--- src/hdl/weekday_count_between_dates_core_macros.svh ---
// assertion macros for the weekday count core
// used by weekday_count_between_dates_core; empty bodies when SYNTHESIS is set
`ifndef WEEKDAY_COUNT_BETWEEN_DATES_CORE_MACROS_SVH
`define WEEKDAY_COUNT_BETWEEN_DATES_CORE_MACROS_SVH
`ifndef SYNTHESIS
// same-cycle implication
`define WDC_ASSERT_IMPL(label, clk, rst, ante, cons, msg) \
   label: assert property (@(posedge clk) disable iff (rst) (ante) |-> (cons)) \
      else $error(msg);
// next-cycle implication
`define WDC_ASSERT_NEXT(label, clk, rst, ante, cons, msg) \
   label: assert property (@(posedge clk) disable iff (rst) (ante) |=> (cons)) \
      else $error(msg);
`else
`define WDC_ASSERT_IMPL(label, clk, rst, ante, cons, msg)
`define WDC_ASSERT_NEXT(label, clk, rst, ante, cons, msg)
`endif
`endif

--- src/hdl/wdcnt_pkg.sv ---
// shared types, constants and calendar functions of the weekday count core
// no dependencies; imported by wdcnt_seq, wdcnt_dp and the top level
package wdcnt_pkg;

   localparam int YEAR_W     = 12;
   localparam int MONTH_W    = 4;
   localparam int DAY_W      = 5;
   localparam int SERIAL_W   = 21;
   localparam int COUNT_W    = 20;
   localparam int Q100_W     = 6;
   localparam int Q7_W       = 19;
   localparam int PC_W       = 5;
   localparam int MASK_W     = 7;
   localparam int REQ_TDATA_W = 48;
   localparam int RSP_TDATA_W = 24;
   localparam int CSR_ADDR_W = 3;
   localparam int CSR_DATA_W = 32;

   localparam logic [YEAR_W-1:0]  YEAR_MAX  = 12'd2999;
   localparam logic [MONTH_W-1:0] MONTH_FEB = 4'd2;
   localparam logic [MONTH_W-1:0] MONTH_DEC = 4'd12;
   localparam logic [COUNT_W-1:0] COUNT_MAX = 20'hFFFFF;

   // y / 100 = (y * RECIP100) >> RECIP100_SHIFT for 12-bit y
   localparam logic [12:0] RECIP100       = 13'd5243;
   localparam int          RECIP100_SHIFT = 19;
   localparam int          YPROD_W        = YEAR_W + 13;
   localparam logic [6:0]  YEARS_PER_CENTURY = 7'd100;
   // x / 7 = (x * RECIP7) >> RECIP7_SHIFT for 21-bit x
   localparam logic [21:0] RECIP7         = 22'd2396746;
   localparam int          RECIP7_SHIFT   = 24;
   localparam int          DPROD_W        = SERIAL_W + 22;

   localparam logic [8:0] DAYS_PER_YEAR  = 9'd365;
   localparam logic [2:0] DAYS_PER_WEEK  = 3'd7;
   localparam logic [2:0] SUNDAY         = 3'd0;
   localparam logic [2:0] SATURDAY       = 3'd6;
   // weekday of day serial zero
   localparam logic [2:0] WEEKDAY_OFFSET = 3'd2;

   localparam logic [MASK_W-1:0] WEEKEND_MASK_RESET = 7'd65;
   localparam logic              CSR_IDX_WEEKEND_MASK = 1'b0;

   // operand selects carried in the control word
   localparam logic SEL_START  = 1'b0;
   localparam logic SEL_END    = 1'b1;
   localparam logic SEL_SPAN   = 1'b0;
   localparam logic SEL_SERIAL = 1'b1;

   typedef enum logic [3:0] {
      OP_LEAP_MUL,
      OP_CHECK,
      OP_YADJ_MUL,
      OP_SER_A,
      OP_SER_B,
      OP_SPAN,
      OP_MUL7,
      OP_REM7,
      OP_BULK,
      OP_TAIL,
      OP_FINISH,
      OP_BAD,
      OP_ZERO
   } op_type;

   typedef enum logic [1:0] {
      JMP_NONE,
      JMP_BAD,
      JMP_LATE,
      JMP_TAIL
   } jmp_type;

   typedef enum logic {
      SEQ_IDLE,
      SEQ_RUN
   } seq_state_type;

   typedef struct packed {
      op_type            op;
      logic              sel;
      jmp_type           jmp;
      logic [PC_W-1:0]   target;
   } ucode_type;

   typedef struct packed {
      logic   load;
      logic   exec;
      logic   emit;
      op_type op;
      logic   sel;
   } ctrl_type;

   typedef struct packed {
      logic bad;
      logic late;
      logic tail_more;
   } status_type;

   // last field in the lowest bits
   typedef struct packed {
      logic [DAY_W-1:0]   end_day;
      logic [MONTH_W-1:0] end_month;
      logic [YEAR_W-1:0]  end_year;
      logic [DAY_W-1:0]   start_day;
      logic [MONTH_W-1:0] start_month;
      logic [YEAR_W-1:0]  start_year;
   } req_type;

   typedef struct packed {
      logic               bad_date;
      logic [COUNT_W-1:0] workday_count;
   } rsp_type;

   function automatic logic [DAY_W-1:0] month_days(input logic [MONTH_W-1:0] m,
                                                   input logic leap);
      logic [DAY_W-1:0] len;
      case (m)
         4'd1, 4'd3, 4'd5, 4'd7, 4'd8, 4'd10, 4'd12: len = 5'd31;
         4'd4, 4'd6, 4'd9, 4'd11:                    len = 5'd30;
         4'd2:                                       len = leap ? 5'd29 : 5'd28;
         default:                                    len = 5'd0;
      endcase
      return len;
   endfunction

   // days before the month in a year that starts in march
   function automatic logic [8:0] month_offset(input logic [MONTH_W-1:0] m);
      logic [8:0] off;
      case (m)
         4'd3:    off = 9'd0;
         4'd4:    off = 9'd31;
         4'd5:    off = 9'd61;
         4'd6:    off = 9'd92;
         4'd7:    off = 9'd122;
         4'd8:    off = 9'd153;
         4'd9:    off = 9'd184;
         4'd10:   off = 9'd214;
         4'd11:   off = 9'd245;
         4'd12:   off = 9'd275;
         4'd1:    off = 9'd306;
         4'd2:    off = 9'd337;
         default: off = 9'd0;
      endcase
      return off;
   endfunction

endpackage

--- src/hdl/weekday_count_between_dates_core.sv ---
// Counts the days from a start date to an end date, both included, whose weekday is not
// excluded by weekend_mask (reset value: Saturday and Sunday). One transaction is worked on
// at a time by a 20-step microcode program: a valid pair runs 16 fixed steps, one to six steps
// over the leftover days of the last partial week and one to emit; a pair with an invalid date
// or a start after the end jumps to its own emit step. The result sits in an output register,
// so the next transaction is accepted in the cycle after the result is produced even while it
// waits on rsp_tready.
// Depends on wdcnt_pkg, wdcnt_seq, wdcnt_dp and weekday_count_between_dates_core_macros.svh.
`include "weekday_count_between_dates_core_macros.svh"
module weekday_count_between_dates_core (
   input  logic                                clock,
   input  logic                                reset,
   input  logic                                req_tvalid,
   output logic                                req_tready,
   // start_year, start_month, start_day, end_year, end_month, end_day from bit 0 up
   input  logic [wdcnt_pkg::REQ_TDATA_W-1:0]   req_tdata,
   output logic                                rsp_tvalid,
   input  logic                                rsp_tready,
   // workday_count from bit 0 up
   output logic [wdcnt_pkg::RSP_TDATA_W-1:0]   rsp_tdata,
   // bad_date
   output logic                                rsp_tuser,
   input  logic                                csr_psel,
   input  logic                                csr_penable,
   input  logic                                csr_pwrite,
   input  logic [wdcnt_pkg::CSR_ADDR_W-1:0]    csr_paddr,
   input  logic [wdcnt_pkg::CSR_DATA_W-1:0]    csr_pwdata,
   output logic [wdcnt_pkg::CSR_DATA_W-1:0]    csr_prdata,
   output logic                                csr_pready
);
   import wdcnt_pkg::*;

   logic [MASK_W-1:0]  weekend_mask_ff, weekend_mask_in;
   logic               rsp_valid_ff, rsp_valid_in;
   rsp_type            rsp_ff, rsp_in;
   logic               csr_write;
   logic               out_free;
   logic               idle;
   ctrl_type           ctrl;
   status_type         status;
   rsp_type            result;
   req_type            req;

   assign req = req_tdata[$bits(req_type)-1:0];

   wdcnt_seq u_seq (
      .clock    (clock),
      .reset    (reset),
      .start    (req_tvalid),
      .out_free (out_free),
      .status   (status),
      .idle     (idle),
      .ctrl     (ctrl)
   );

   wdcnt_dp u_dp (
      .clock        (clock),
      .ctrl         (ctrl),
      .req          (req),
      .weekend_mask (weekend_mask_ff),
      .status       (status),
      .result       (result)
   );

   always_ff @(posedge clock) begin
      if (reset) begin
         weekend_mask_ff <= WEEKEND_MASK_RESET;
         rsp_valid_ff    <= 1'b0;
      end else begin
         weekend_mask_ff <= weekend_mask_in;
         rsp_valid_ff    <= rsp_valid_in;
      end
   end

   always_ff @(posedge clock) begin
      rsp_ff <= rsp_in;
   end

   always_comb begin
      csr_pready = 1'b1;
      csr_write  = csr_psel && csr_penable && csr_pwrite && csr_pready;
      weekend_mask_in = weekend_mask_ff;
      if (csr_write && (csr_paddr[CSR_ADDR_W-1] == CSR_IDX_WEEKEND_MASK)) begin
         weekend_mask_in = csr_pwdata[MASK_W-1:0];
      end
      csr_prdata = (csr_paddr[CSR_ADDR_W-1] == CSR_IDX_WEEKEND_MASK) ?
                   CSR_DATA_W'(weekend_mask_ff) : '0;

      out_free     = !rsp_valid_ff || rsp_tready;
      rsp_valid_in = rsp_valid_ff && !rsp_tready;
      rsp_in       = rsp_ff;
      if (ctrl.exec && ctrl.emit) begin
         rsp_valid_in = 1'b1;
         rsp_in       = result;
      end

      req_tready = idle;
      rsp_tvalid = rsp_valid_ff;
      rsp_tdata  = RSP_TDATA_W'(rsp_ff.workday_count);
      rsp_tuser  = rsp_ff.bad_date;
   end

   `WDC_ASSERT_IMPL(a_bad_has_zero_count, clock, reset, rsp_tvalid && rsp_tuser, rsp_tdata == '0, "bad date transaction with nonzero count")
   `WDC_ASSERT_NEXT(a_busy_after_accept, clock, reset, req_tvalid && req_tready, !req_tready, "accepted a transaction while busy")
   `WDC_ASSERT_IMPL(a_emit_needs_room, clock, reset, ctrl.exec && ctrl.emit, !rsp_valid_ff || rsp_tready, "result overwrote a pending transaction")
   `WDC_ASSERT_NEXT(a_mask_write, clock, reset, csr_write && (csr_paddr[CSR_ADDR_W-1] == CSR_IDX_WEEKEND_MASK), weekend_mask_ff == $past(csr_pwdata[MASK_W-1:0]), "weekend mask write lost")

endmodule

--- src/hdl/wdcnt_seq.sv ---
// microcode sequencer: program rom, step counter and conditional jumps
// depends on wdcnt_pkg; drives wdcnt_dp through a ctrl_type word
module wdcnt_seq (
   input  logic                   clock,
   input  logic                   reset,
   input  logic                   start,
   input  logic                   out_free,
   input  wdcnt_pkg::status_type  status,
   output logic                   idle,
   output wdcnt_pkg::ctrl_type    ctrl
);
   import wdcnt_pkg::*;

   localparam logic [PC_W-1:0] STEP_FIRST = 5'd0;
   localparam logic [PC_W-1:0] STEP_TAIL  = 5'd16;
   localparam logic [PC_W-1:0] STEP_BAD   = 5'd18;
   localparam logic [PC_W-1:0] STEP_ZERO  = 5'd19;

   function automatic ucode_type ucode_word(input logic [PC_W-1:0] pc);
      ucode_type w;
      case (pc)
         5'd0:    w = '{OP_LEAP_MUL, SEL_START,  JMP_NONE, STEP_FIRST};
         5'd1:    w = '{OP_CHECK,    SEL_START,  JMP_NONE, STEP_FIRST};
         5'd2:    w = '{OP_LEAP_MUL, SEL_END,    JMP_NONE, STEP_FIRST};
         5'd3:    w = '{OP_CHECK,    SEL_END,    JMP_NONE, STEP_FIRST};
         5'd4:    w = '{OP_YADJ_MUL, SEL_START,  JMP_BAD,  STEP_BAD};
         5'd5:    w = '{OP_SER_A,    SEL_START,  JMP_NONE, STEP_FIRST};
         5'd6:    w = '{OP_SER_B,    SEL_START,  JMP_NONE, STEP_FIRST};
         5'd7:    w = '{OP_YADJ_MUL, SEL_END,    JMP_NONE, STEP_FIRST};
         5'd8:    w = '{OP_SER_A,    SEL_END,    JMP_NONE, STEP_FIRST};
         5'd9:    w = '{OP_SER_B,    SEL_END,    JMP_NONE, STEP_FIRST};
         5'd10:   w = '{OP_SPAN,     SEL_START,  JMP_LATE, STEP_ZERO};
         5'd11:   w = '{OP_MUL7,     SEL_SPAN,   JMP_NONE, STEP_FIRST};
         5'd12:   w = '{OP_REM7,     SEL_SPAN,   JMP_NONE, STEP_FIRST};
         5'd13:   w = '{OP_MUL7,     SEL_SERIAL, JMP_NONE, STEP_FIRST};
         5'd14:   w = '{OP_REM7,     SEL_SERIAL, JMP_NONE, STEP_FIRST};
         5'd15:   w = '{OP_BULK,     SEL_START,  JMP_NONE, STEP_FIRST};
         5'd16:   w = '{OP_TAIL,     SEL_START,  JMP_TAIL, STEP_TAIL};
         5'd17:   w = '{OP_FINISH,   SEL_START,  JMP_NONE, STEP_FIRST};
         5'd18:   w = '{OP_BAD,      SEL_START,  JMP_NONE, STEP_FIRST};
         5'd19:   w = '{OP_ZERO,     SEL_START,  JMP_NONE, STEP_FIRST};
         default: w = '{OP_BAD,      SEL_START,  JMP_NONE, STEP_FIRST};
      endcase
      return w;
   endfunction

   seq_state_type   state_ff, state_in;
   logic [PC_W-1:0] pc_ff, pc_in;
   ucode_type       word;
   logic            emit;
   logic            take;
   logic            exec;

   always_ff @(posedge clock) begin
      if (reset) begin
         state_ff <= SEQ_IDLE;
         pc_ff    <= STEP_FIRST;
      end else begin
         state_ff <= state_in;
         pc_ff    <= pc_in;
      end
   end

   always_comb begin
      word     = ucode_word(pc_ff);
      emit     = word.op inside {OP_FINISH, OP_BAD, OP_ZERO};
      exec     = 1'b0;
      state_in = state_ff;
      pc_in    = pc_ff;
      case (word.jmp)
         JMP_BAD:  take = status.bad;
         JMP_LATE: take = status.late;
         JMP_TAIL: take = status.tail_more;
         default:  take = 1'b0;
      endcase
      case (state_ff)
         SEQ_IDLE: begin
            if (start) begin
               state_in = SEQ_RUN;
               pc_in    = STEP_FIRST;
            end
         end
         SEQ_RUN: begin
            exec = !emit || out_free;
            if (exec) begin
               if (emit) begin
                  state_in = SEQ_IDLE;
               end else if (take) begin
                  pc_in = word.target;
               end else begin
                  pc_in = pc_ff + 5'd1;
               end
            end
         end
         default: begin
            state_in = SEQ_IDLE;
         end
      endcase
      idle      = (state_ff == SEQ_IDLE);
      ctrl.load = idle && start;
      ctrl.exec = exec;
      ctrl.emit = emit;
      ctrl.op   = word.op;
      ctrl.sel  = word.sel;
   end

endmodule

--- src/hdl/wdcnt_dp.sv ---
// datapath of the weekday count core: date check, day serials, divide by seven, tally
// depends on wdcnt_pkg; controlled by wdcnt_seq one step per cycle unless stalled
module wdcnt_dp (
   input  logic                          clock,
   input  wdcnt_pkg::ctrl_type           ctrl,
   input  wdcnt_pkg::req_type            req,
   input  logic [wdcnt_pkg::MASK_W-1:0]  weekend_mask,
   output wdcnt_pkg::status_type         status,
   output wdcnt_pkg::rsp_type            result
);
   import wdcnt_pkg::*;

   req_type               date_ff, date_in;
   logic [Q100_W-1:0]     q100_ff, q100_in;
   logic                  bad_ff, bad_in;
   logic [SERIAL_W-1:0]   acc_ff, acc_in;
   logic [SERIAL_W-1:0]   s_ff, s_in;
   logic [SERIAL_W-1:0]   e_ff, e_in;
   logic [SERIAL_W-1:0]   n_ff, n_in;
   logic [Q7_W-1:0]       q7_ff, q7_in;
   logic [Q7_W-1:0]       qn_ff, qn_in;
   logic [2:0]            left_ff, left_in;
   logic [2:0]            wd_ff, wd_in;
   logic [SERIAL_W-1:0]   count_ff, count_in;

   logic [YEAR_W-1:0]     y_sel, y_adj, y_mul;
   logic [MONTH_W-1:0]    m_sel;
   logic [DAY_W-1:0]      d_sel;
   logic [YPROD_W-1:0]    prod_y;
   logic                  leap;
   logic                  date_ok;
   logic [SERIAL_W-1:0]   serial_sum;
   logic [SERIAL_W-1:0]   div_src;
   logic [DPROD_W-1:0]    prod7;
   logic [SERIAL_W-1:0]   rem_full;
   logic [3:0]            wd_raw;
   logic [2:0]            per_week;

   always_ff @(posedge clock) begin
      date_ff  <= date_in;
      q100_ff  <= q100_in;
      bad_ff   <= bad_in;
      acc_ff   <= acc_in;
      s_ff     <= s_in;
      e_ff     <= e_in;
      n_ff     <= n_in;
      q7_ff    <= q7_in;
      qn_ff    <= qn_in;
      left_ff  <= left_in;
      wd_ff    <= wd_in;
      count_ff <= count_in;
   end

   always_comb begin
      y_sel = (ctrl.sel == SEL_END) ? date_ff.end_year  : date_ff.start_year;
      m_sel = (ctrl.sel == SEL_END) ? date_ff.end_month : date_ff.start_month;
      d_sel = (ctrl.sel == SEL_END) ? date_ff.end_day   : date_ff.start_day;
      // january and february count with the previous year
      y_adj = (m_sel <= MONTH_FEB) ? y_sel - 12'd1 : y_sel;
      y_mul = (ctrl.op == OP_LEAP_MUL) ? y_sel : y_adj;
      prod_y = YPROD_W'(y_mul) * YPROD_W'(RECIP100);

      leap = (y_sel[1:0] == 2'b00) &&
             (((13'(q100_ff) * 13'(YEARS_PER_CENTURY)) != 13'(y_sel)) ||
              (q100_ff[1:0] == 2'b00));
      date_ok = (y_sel != '0) && (y_sel <= YEAR_MAX) &&
                (m_sel != '0) && (m_sel <= MONTH_DEC) &&
                (d_sel != '0) && (d_sel <= month_days(m_sel, leap));

      serial_sum = acc_ff - SERIAL_W'(q100_ff) + SERIAL_W'(q100_ff >> 2) +
                   SERIAL_W'(month_offset(m_sel)) + SERIAL_W'(d_sel);

      div_src  = (ctrl.sel == SEL_SERIAL) ? s_ff : n_ff;
      prod7    = DPROD_W'(div_src) * DPROD_W'(RECIP7);
      rem_full = div_src - SERIAL_W'(q7_ff) * SERIAL_W'(DAYS_PER_WEEK);
      wd_raw   = 4'(rem_full[2:0]) + 4'(WEEKDAY_OFFSET);
      per_week = 3'($countones(~weekend_mask));

      date_in  = date_ff;
      q100_in  = q100_ff;
      bad_in   = bad_ff;
      acc_in   = acc_ff;
      s_in     = s_ff;
      e_in     = e_ff;
      n_in     = n_ff;
      q7_in    = q7_ff;
      qn_in    = qn_ff;
      left_in  = left_ff;
      wd_in    = wd_ff;
      count_in = count_ff;

      if (ctrl.load) begin
         date_in = req;
      end else if (ctrl.exec) begin
         case (ctrl.op)
            OP_LEAP_MUL, OP_YADJ_MUL: begin
               q100_in = prod_y[RECIP100_SHIFT +: Q100_W];
            end
            OP_CHECK: begin
               bad_in = (ctrl.sel == SEL_START) ? !date_ok : (bad_ff || !date_ok);
            end
            OP_SER_A: begin
               acc_in = SERIAL_W'(y_adj) * SERIAL_W'(DAYS_PER_YEAR) + SERIAL_W'(y_adj >> 2);
            end
            OP_SER_B: begin
               if (ctrl.sel == SEL_END) begin
                  e_in = serial_sum;
               end else begin
                  s_in = serial_sum;
               end
            end
            OP_SPAN: begin
               n_in = e_ff - s_ff + SERIAL_W'(1);
            end
            OP_MUL7: begin
               q7_in = prod7[RECIP7_SHIFT +: Q7_W];
            end
            OP_REM7: begin
               if (ctrl.sel == SEL_SPAN) begin
                  qn_in   = q7_ff;
                  left_in = rem_full[2:0];
               end else begin
                  wd_in = (wd_raw >= 4'(DAYS_PER_WEEK)) ? 3'(wd_raw - 4'(DAYS_PER_WEEK))
                                                        : wd_raw[2:0];
               end
            end
            OP_BULK: begin
               count_in = SERIAL_W'(qn_ff) * SERIAL_W'(per_week);
            end
            OP_TAIL: begin
               if (left_ff != 3'd0) begin
                  count_in = count_ff + SERIAL_W'(!weekend_mask[wd_ff]);
                  wd_in    = (wd_ff == SATURDAY) ? SUNDAY : wd_ff + 3'd1;
                  left_in  = left_ff - 3'd1;
               end
            end
            default: begin
            end
         endcase
      end

      status.bad       = bad_ff;
      status.late      = (s_ff > e_ff);
      status.tail_more = (left_ff > 3'd1);

      case (ctrl.op)
         OP_FINISH: begin
            result.bad_date      = 1'b0;
            result.workday_count = (count_ff > SERIAL_W'(COUNT_MAX)) ? COUNT_MAX
                                                                     : count_ff[COUNT_W-1:0];
         end
         OP_BAD: begin
            result.bad_date      = 1'b1;
            result.workday_count = '0;
         end
         default: begin
            result.bad_date      = 1'b0;
            result.workday_count = '0;
         end
      endcase
   end

endmodule

--- config.mk ---
export PLATFORM = sky130hd
export DESIGN_NAME = weekday_count_between_dates_core
export DESIGN_NICKNAME = d
export VERILOG_FILES = /design/src/hdl/wdcnt_pkg.sv /design/src/hdl/weekday_count_between_dates_core.sv /design/src/hdl/wdcnt_seq.sv /design/src/hdl/wdcnt_dp.sv
export VERILOG_INCLUDE_DIRS = /design/src /design/src/hdl
export SDC_FILE = /design/constraint.sdc
export NUM_CORES = 1
export LEC_CHECK = 0
export ABC_AREA = 1
export BUFFER_PORTS_ARGS = -buffer_cell sky130_fd_sc_hd__buf_2
export CAP_MARGIN = 25
export CELL_PAD_IN_SITES_DETAIL_PLACEMENT = 0
export CELL_PAD_IN_SITES_GLOBAL_PLACEMENT = 1
export CORE_ASPECT_RATIO = 0.6
export CORE_MARGIN = 2
export CORE_UTILIZATION = 53
export DETAILED_ROUTE_END_ITERATION = 7
export PLACE_DENSITY = 0.95
export SLEW_MARGIN = 20
export SYNTH_ARGS = -nofsm -noshare
export SYNTH_HDL_FRONTEND = slang
export SYNTH_HIERARCHICAL = 1
export SYNTH_SLANG_ARGS = --single-unit
--- constraint.sdc ---
create_clock -name clock -period 10.15 [get_ports clock]
set_clock_uncertainty 0.2 [all_clocks]
set_input_delay 1.015 -clock clock [delete_from_list [all_inputs] [get_ports clock]]
set_output_delay 1.015 -clock clock [all_outputs]
set_load 0.03 [all_outputs]
# [Word level (Yosys, flattened, before mapping)]
# Memory sizes are Yosys's and may differ from the RTL's. A register that Yosys moved wholly into a read port is not among the register bits.
# Index checks and enable logic that the tools add are counted.
[word_totals] out_inout_bits=60 romBits=464 latch_bits=0 mem_bits_rw=0 in_bits=90 register_bits=233 wordCells=185 memories=2
[mem_list] memory="(name not given)" words=32 word_bits=10 rd=1 rd_clocked_by_memory_dff=1 write_ports=0 line="wdcnt_seq.sv:21" rtl="case (pc)"
[mem_list] memory="(name not given)" words=16 word_bits=9 rd=1 rd_clocked_by_memory_dff=0 write_ports=0 line="wdcnt_pkg.sv:129" rtl="case (m)"
[op_classes] n_div=0 n_addsub=21 n_lt_le_gt_ge=9 n_eq_ne=35 n_mux=38 shifts=0 n_mul=6 reduce_logical=46 bitwise=5
[op_table] op="case mux 21 bit (2 select lines)" n=2
[op_table] op="multiplier 21 x 21 -> 42 bit, second input constant" n=1
[op_table] op="2-to-1 mux 21 bit" n=2
[op_table] op="equality test 4 bit, second input constant" n=10
[op_table] op="2-to-1 mux 12 bit" n=3
[op_table] op="2-to-1 mux 5 bit" n=7
[op_table] op="equality test 4 x 3 -> 1 bit, second input constant" n=8
[op_table] op="multiplier 12 x 13 -> 25 bit, second input constant" n=1
[op_table] op="adder 21 x 1 -> 21 bit" n=1
[op_table] op="adder 21 x 1 -> 21 bit, second input constant" n=1
[op_table] op="adder 21 x 10 -> 21 bit" n=1
[op_table] op="adder 21 x 4 -> 21 bit" n=1
[op_table] op="adder 21 x 5 -> 21 bit" n=1
[op_table] op="adder 21 x 9 -> 21 bit" n=1
[op_table] op="greater-than comparator 21 x 20 -> 1 bit, second input constant" n=1
[op_table] op="greater-than comparator 21 bit" n=1
[op_table] op="multiplier 12 x 9 -> 21 bit, second input constant" n=1
[op_table] op="multiplier 19 x 3 -> 21 bit" n=1
[op_table] op="subtractor 21 bit" n=1
[op_table] op="subtractor 21 x 6 -> 21 bit" n=1
[op_table] op="2-to-1 mux 20 bit" n=1
[op_table] op="multiplier 19 x 3 -> 3 bit, second input constant" n=1
[op_table] op="2-to-1 mux 3 bit" n=6
[op_table] op="AND reduction 3 bit" n=6
[op_table] op="other kinds (52)" n=100

# [Logic depth before layout (Yosys ltp)]
[logic_depth] word_depth=11 depth_mapped=45 mapped_depth_nobuf=40

# [Modules after synthesis]
# The synthesis kept the hierarchy.
[by_module_without_submodules] mod="wdcnt_dp" cells_each=3120 n_inst=1 area_per_inst_um2=26698.1 seq_area_each_um2=5945.7
[by_module_without_submodules] mod="weekday_count_between_dates_core" cells_each=121 n_inst=1 area_per_inst_um2=1320.0 seq_area_each_um2=790.8
[by_module_without_submodules] mod="wdcnt_seq" cells_each=153 n_inst=1 area_per_inst_um2=1028.5 seq_area_each_um2=320.3

# [Worst setup path before layout]
# OpenSTA, ideal clock, no wires.
[synth_path] path_kind="register to register" startpoint="reg, netlist name u_seq/word[7]" endpoint="reg u_dp.q100_ff[5] (data pin)" stages_incl_launch_ff=39 path_buffers=5 period_less_slack_ns=6.844 t_required_ns=9.693 slack_ns=3.306 t_arrival_ns=6.387 path_cell_list="dfxtp_1 -> buf_4 -> buf_6 -> inv_4 -> buf_8 -> buf_12 -> buf_6 -> or2_2 -> o21ai_2 -> ha_1 -> inv_1 -> nand2_1 -> nand2_2 -> inv_2 -> nand2_1 -> nor3_2 -> nand2_1 -> xor2_1 -> (+3 left out) -> inv_1 -> fa_1 -> fa_1 -> inv_1 -> fa_1 -> inv_1 -> fa_1 -> inv_1 -> ha_1 -> nand3_1 -> inv_1 -> nand2_1 -> a21oi_1 -> nor2_1 -> nand2_1 -> nand2_1 -> nand2_1 -> xor2_1"
[synth_between] elab_chain_cells=5 word_cells_on_any_way=7 classes_between="1 x add/sub; 1 x mul; 1 x order compare; 4 x mux"
[synth_rtl] item="2-to-1 mux 12 bit / 2-to-1 mux 4 bit (equally long branches)" line="wdcnt_dp.sv:55, wdcnt_dp.sv:56"
[synth_rtl] item="subtractor 12 x 1 -> 12 bit / less-or-equal comparator 4 x 2 -> 1 bit (equally long branches)" line="wdcnt_dp.sv:59" rtl="y_adj = (m_sel <= MONTH_FEB) ? y_sel - 12'd1 : y_sel;"
[synth_rtl] item="2-to-1 mux 12 bit" line="wdcnt_dp.sv:59"
[synth_rtl] item="2-to-1 mux 12 bit (*)" line="wdcnt_dp.sv:60" rtl="y_mul = (ctrl.op == OP_LEAP_MUL) ? y_sel : y_adj;"
[synth_rtl] item="multiplier 12 x 13 -> 25 bit (*)" line="wdcnt_dp.sv:61" rtl="prod_y = YPROD_W'(y_mul) * YPROD_W'(RECIP100);"
[synth_rtl] item="named net u_dp.prod_y[24]" line="wdcnt_dp.sv:29" rtl="logic [YPROD_W-1:0] prod_y;"
[synth_rtl] item="end signal, assigned" line="wdcnt_dp.sv:41" rtl="q100_ff <= q100_in;"
[synth_rtl] item="end, declared" line="wdcnt_dp.sv:14" rtl="logic [Q100_W-1:0] q100_ff, q100_in;"
# The timed path passes the listed nets; every way through them passes the cells marked *.
# A chain may end at the register's enable or synchronous reset.

# [Worst setup path in the final report]
[layout_path] startpoint="reg, netlist name u_seq/word[7]" endpoint="reg u_dp.acc_ff[18] (data pin)"
[layout_between] elab_chain_cells=5 word_cells_on_any_way=7 classes_between="2 x add/sub; 1 x mul; 1 x order compare; 3 x mux"
[layout_rtl] item="2-to-1 mux 12 bit / 2-to-1 mux 4 bit (equally long branches)" line="wdcnt_dp.sv:55, wdcnt_dp.sv:56"
[layout_rtl] item="subtractor 12 x 1 -> 12 bit / less-or-equal comparator 4 x 2 -> 1 bit (equally long branches)" line="wdcnt_dp.sv:59"
[layout_rtl] item="2-to-1 mux 12 bit (*)" line="wdcnt_dp.sv:59"
[layout_rtl] item="multiplier 12 x 9 -> 21 bit" line="wdcnt_dp.sv:103" rtl="acc_in = SERIAL_W'(y_adj) * SERIAL_W'(DAYS_PER_YEAR) + SERIAL_W'(y_adj >> 2);"
[layout_rtl] item="adder 21 x 10 -> 21 bit (*)" line="wdcnt_dp.sv:103"
[layout_rtl] item="end signal, assigned" line="wdcnt_dp.sv:43" rtl="acc_ff <= acc_in;"
[layout_rtl] item="end, declared" line="wdcnt_dp.sv:16" rtl="logic [SERIAL_W-1:0] acc_ff, acc_in;"
# Mark *: on every way between the ends. The rest lies on a longest branch, timed or not.

==> results_dict.tcl <==
set metrics [dict create \
    clkPwrFrac 0.128 \
    pre_cts_slack_ns 2.09 \
    cts_root_buffer "clkbuf_16" \
    portBuffers 86 \
    synth-compound-area-share 0.0913 \
    setup_tns_ns 0 \
    coreArea_sq_um 54200 \
    hpwl_um 63600 \
    min_path_type "reg -> reg" \
    clockBufferDepth 3 \
    synth_fa_ha_area_frac 0.364 \
    cts_sinks 243 \
    criticalPathCategory "reg -> reg" \
    worst_pin_slew_ns 1.14 \
    postCtsResizedCells 0 \
    ant_nets 0 \
    vdd_drop_max_mv 0.402 \
    postSynthCellCount 3394 \
    max_stage_delay_ns 0.86 \
    path_cells "inv_4 -> or2_2 -> o21ai_2 -> ha_1 -> inv_1 -> nand2_1 -> nand2_2 -> inv_2 -> nand2_1 -> nor3_2 -> nand2_1 -> xor2_1 -> ha_1 -> fa_1 -> fa_1 -> fa_1 -> fa_1 -> ha_1 -> nand2_1 -> nor4_1 -> nand4_1 -> nand3_1 -> xor2_1" \
    start_util 0.536 \
    power_density_nw_per_um2 275 \
    drtIter0Drc 2524 \
    die_w_um 306 \
    finalSetupViolCount 0 \
    post_cts_hold_buffer_count 0 \
    relSlewSlack 0.229 \
    yosys.area_share.simple 0.157 \
    clock_latency_ns 0.58 \
    vias 22900 \
    htree_levels 1 \
    hold_viol_final 0 \
    dp_cells 4180 \
    max_freq_ghz 0.119 \
    pwr-share-comb 0.708 \
    cts_tree "built" \
    die-area_sq_um 56800 \
    wire_per_inst_um 17.8 \
    min_period_ns 8.39 \
    outcome "completed" \
    grt_usage 0.267 \
    io_pins 150 \
    clk_pin_slew_ns 0.06 \
    grt_pass1_vias 21300 \
    async_flop_share 0 \
    synthMuxAreaShare 0.000345 \
    fin_hold_ws_ns 0.209 \
    maxCapViolations 0 \
    internal_power_mw 4.25 \
    first_pass_iters 6 \
    seqCellArea_sq_um 7060 \
    place_area_sq_um 30200 \
    chipHeight_um 185 \
    start_kind "register" \
    ys_seq_area_frac 0.243 \
    grt.overflow.total 0 \
    critical_path.top_delay_family "adder cells" \
    stdcell_area_sq_um 31200 \
    synthFlopType "edfxtp_1" \
    fin_crit_sh 0.826 \
    ys_ff_latch 243 \
    gp_congestion 0.960 \
    cts_setup_buffers 0 \
    synth_top_family_by_area "adder cells" \
    power_leakage_nw 16.1 \
    pwr-share-seq 0.164 \
    critPathBufInv 3 \
    multi_input_comb_area_sq_um 19000 \
    grt_pass1_wl_um 118000 \
    antenna_found_initial 1 \
    crit_required_ns 10.26 \
    netlist_area_sq_um 29000 \
    p_sw_mw 4.32 \
    worstSetupEndpointType "register" \
    critical_path.slowest_cell "nor4_1" \
    stdcell_count 4230 \
    p_sw_frac 0.504 \
    cts_buffers 27 \
    rows 66 \
    synth-xor-area-share 0.0353 \
    syn2layout_area_growth_pct 7.46 \
    synth_cell_types 60 \
    syn_area_per_cell_sq_um 8.56 \
    nets 4304 \
    diodes 0 \
    vias_per_cell 5.41 \
    report.final.slew_viol_count 0 \
    synth_edf_count 219 \
    arrival_ns 8.50 \
    drc 0 \
    fillCellCount 4800 \
    grt_max_degree 46 \
    drive_gt1_frac 0.0697 \
    synth-warning-count 6 \
    wl_um 75400 \
    cp_max_fo 38 \
    setup_ws_ns 1.76 \
    rsz0062_at_grt "false" \
]
-- per-stage QoR --
stage	util	total power, mW
finish	0.576	8.57
global route	0.576	9.40
CTS	0.576	8.46
detailed placement	0.558	7.28
global placement	0.558	7.20
floorplan	-	5.76
-- flip-flops by register name (all words and copies together), names as in the netlist --
signal and count:
u_dp/date_ff 42, weekend_mask_ff 7, rsp_tvalid 1, u_dp/s_ff 21
u_dp/count_ff 21, u_dp/n_ff 21, u_seq/word 10, u_dp/wd_ff 3
rsp_tuser 1, u_dp/bad_ff 1, u_dp/e_ff 21, u_dp/qn_ff 19
u_dp/left_ff 3, u_seq/state_ff 1, u_dp/q100_ff 6, u_seq/pc_ff 5
u_dp/q7_ff 19, rsp_tdata 20, u_dp/acc_ff 21
-- kinds of logic (layout without fill, tap and decap cells) --
family          count (synthesis)  in the layout
simple gates                 1055           1055
other cells                     2             30
buf+inv                       787            881
fa+ha+maj                     718            718
flops                         243            243
compound gates                471            471
xor+xnor                      117            117
mux                             1              1
-- placed cells by master (no fill, tap or decap), types with 6 or more instances in the layout --
cell type / count
a211oi_1: 10
nand2_1: 589
nand4_1: 25
a21o_1: 24
nor4_1: 10
dfxtp_1: 23
o21ai_0: 164
xor2_1: 77
clkinv_1: 6
nor2_1: 198
nand2_2: 29
nand3_1: 120
nor2_2: 12
buf_4: 19
nand2_4: 11
inv_2: 9
ha_1: 507
a31oi_1: 11
edfxtp_1: 219
a21oi_1: 190
o31ai_1: 6
conb_1: 30
nor3_1: 32
clkbuf_16: 27
buf_2: 88
fa_1: 211
inv_1: 708
nor3_2: 8
o211ai_1: 10
bufinv_16: 6
o21a_1: 7
o21bai_1: 20
xnor2_1: 40
-- per-layer routing --
layer	track usage	up-vias	share of wire
met5	0.0121	-	0.0013
met4	0.0275	2	0.0090
met3	0.100	62	0.14
met2	0.312	989	0.34
met1	0.448	10700	0.51
li1	-	11200	-
-- cell usage after synthesis (all sizes together) (17+ instances only) --
master,number,area [sq um]
a21o,24,180
a21oi,191,960
buf,47,387
clkbuf,17,63.8
dfxtp,24,480
edfxtp,219,6580
fa,211,4220
ha,507,6340
inv,719,2700
nand2,629,2520
nand3,124,648
nand4,25,156
nor2,216,890
nor3,40,215
o21ai,172,887
o21bai,20,150
xnor2,40,350
xor2,77,674
-- power by group through the flow --
stage | Combinational [mW] | Clock (mW) | Sequential, mW
2_1_floorplan | 4.37 | 0 | 1.39
3_3_place_gp | 5.77 | 0 | 1.42
3_5_place_dp | 5.85 | 0 | 1.42
4_1_cts | 5.94 | 1.12 | 1.40
5_1_grt | 6.84 | 1.15 | 1.41
6_report | 6.07 | 1.10 | 1.41
-- worst register-to-register path, delay by kind of cell, from the launching register on --
| kind | cells | cell delay, ns |
|---|---|---|
| adders and majority gates | 7 | 3.01 |
| and+or+nand+nor | 10 | 2.64 |
| DFF | 1 | 0.81 |
| xor gates and xnor gates | 2 | 0.74 |
| buffers and inverters | 3 | 0.65 |
| AOI/OAI and AO/OA | 1 | 0.10 |
-- final timing paths --
path | start | to | slack [ns] | cells after the start
setup reg to reg | u_seq/word[7] | u_dp/acc_ff[18] | 1.76 | 23
hold / removal | u_dp/q7_ff[9] | u_dp/qn_ff[9] | 0.21 | 0
setup / recovery | u_seq/word[7] | u_dp/acc_ff[18] | 1.76 | 23
hold reg to reg | u_dp/q7_ff[9] | u_dp/qn_ff[9] | 0.21 | 0
-- layout make-up --
class                      count  share of cell area
clock buffer                  35              0.0236
clock inverter                14             0.00770
inverter                     723              0.0871
multi-input combinational   2392               0.607
sequential                   243               0.226
tap                          714              0.0286
timing repair buffer         109              0.0194
Note: power is estimated with default switching activity, not from simulation.
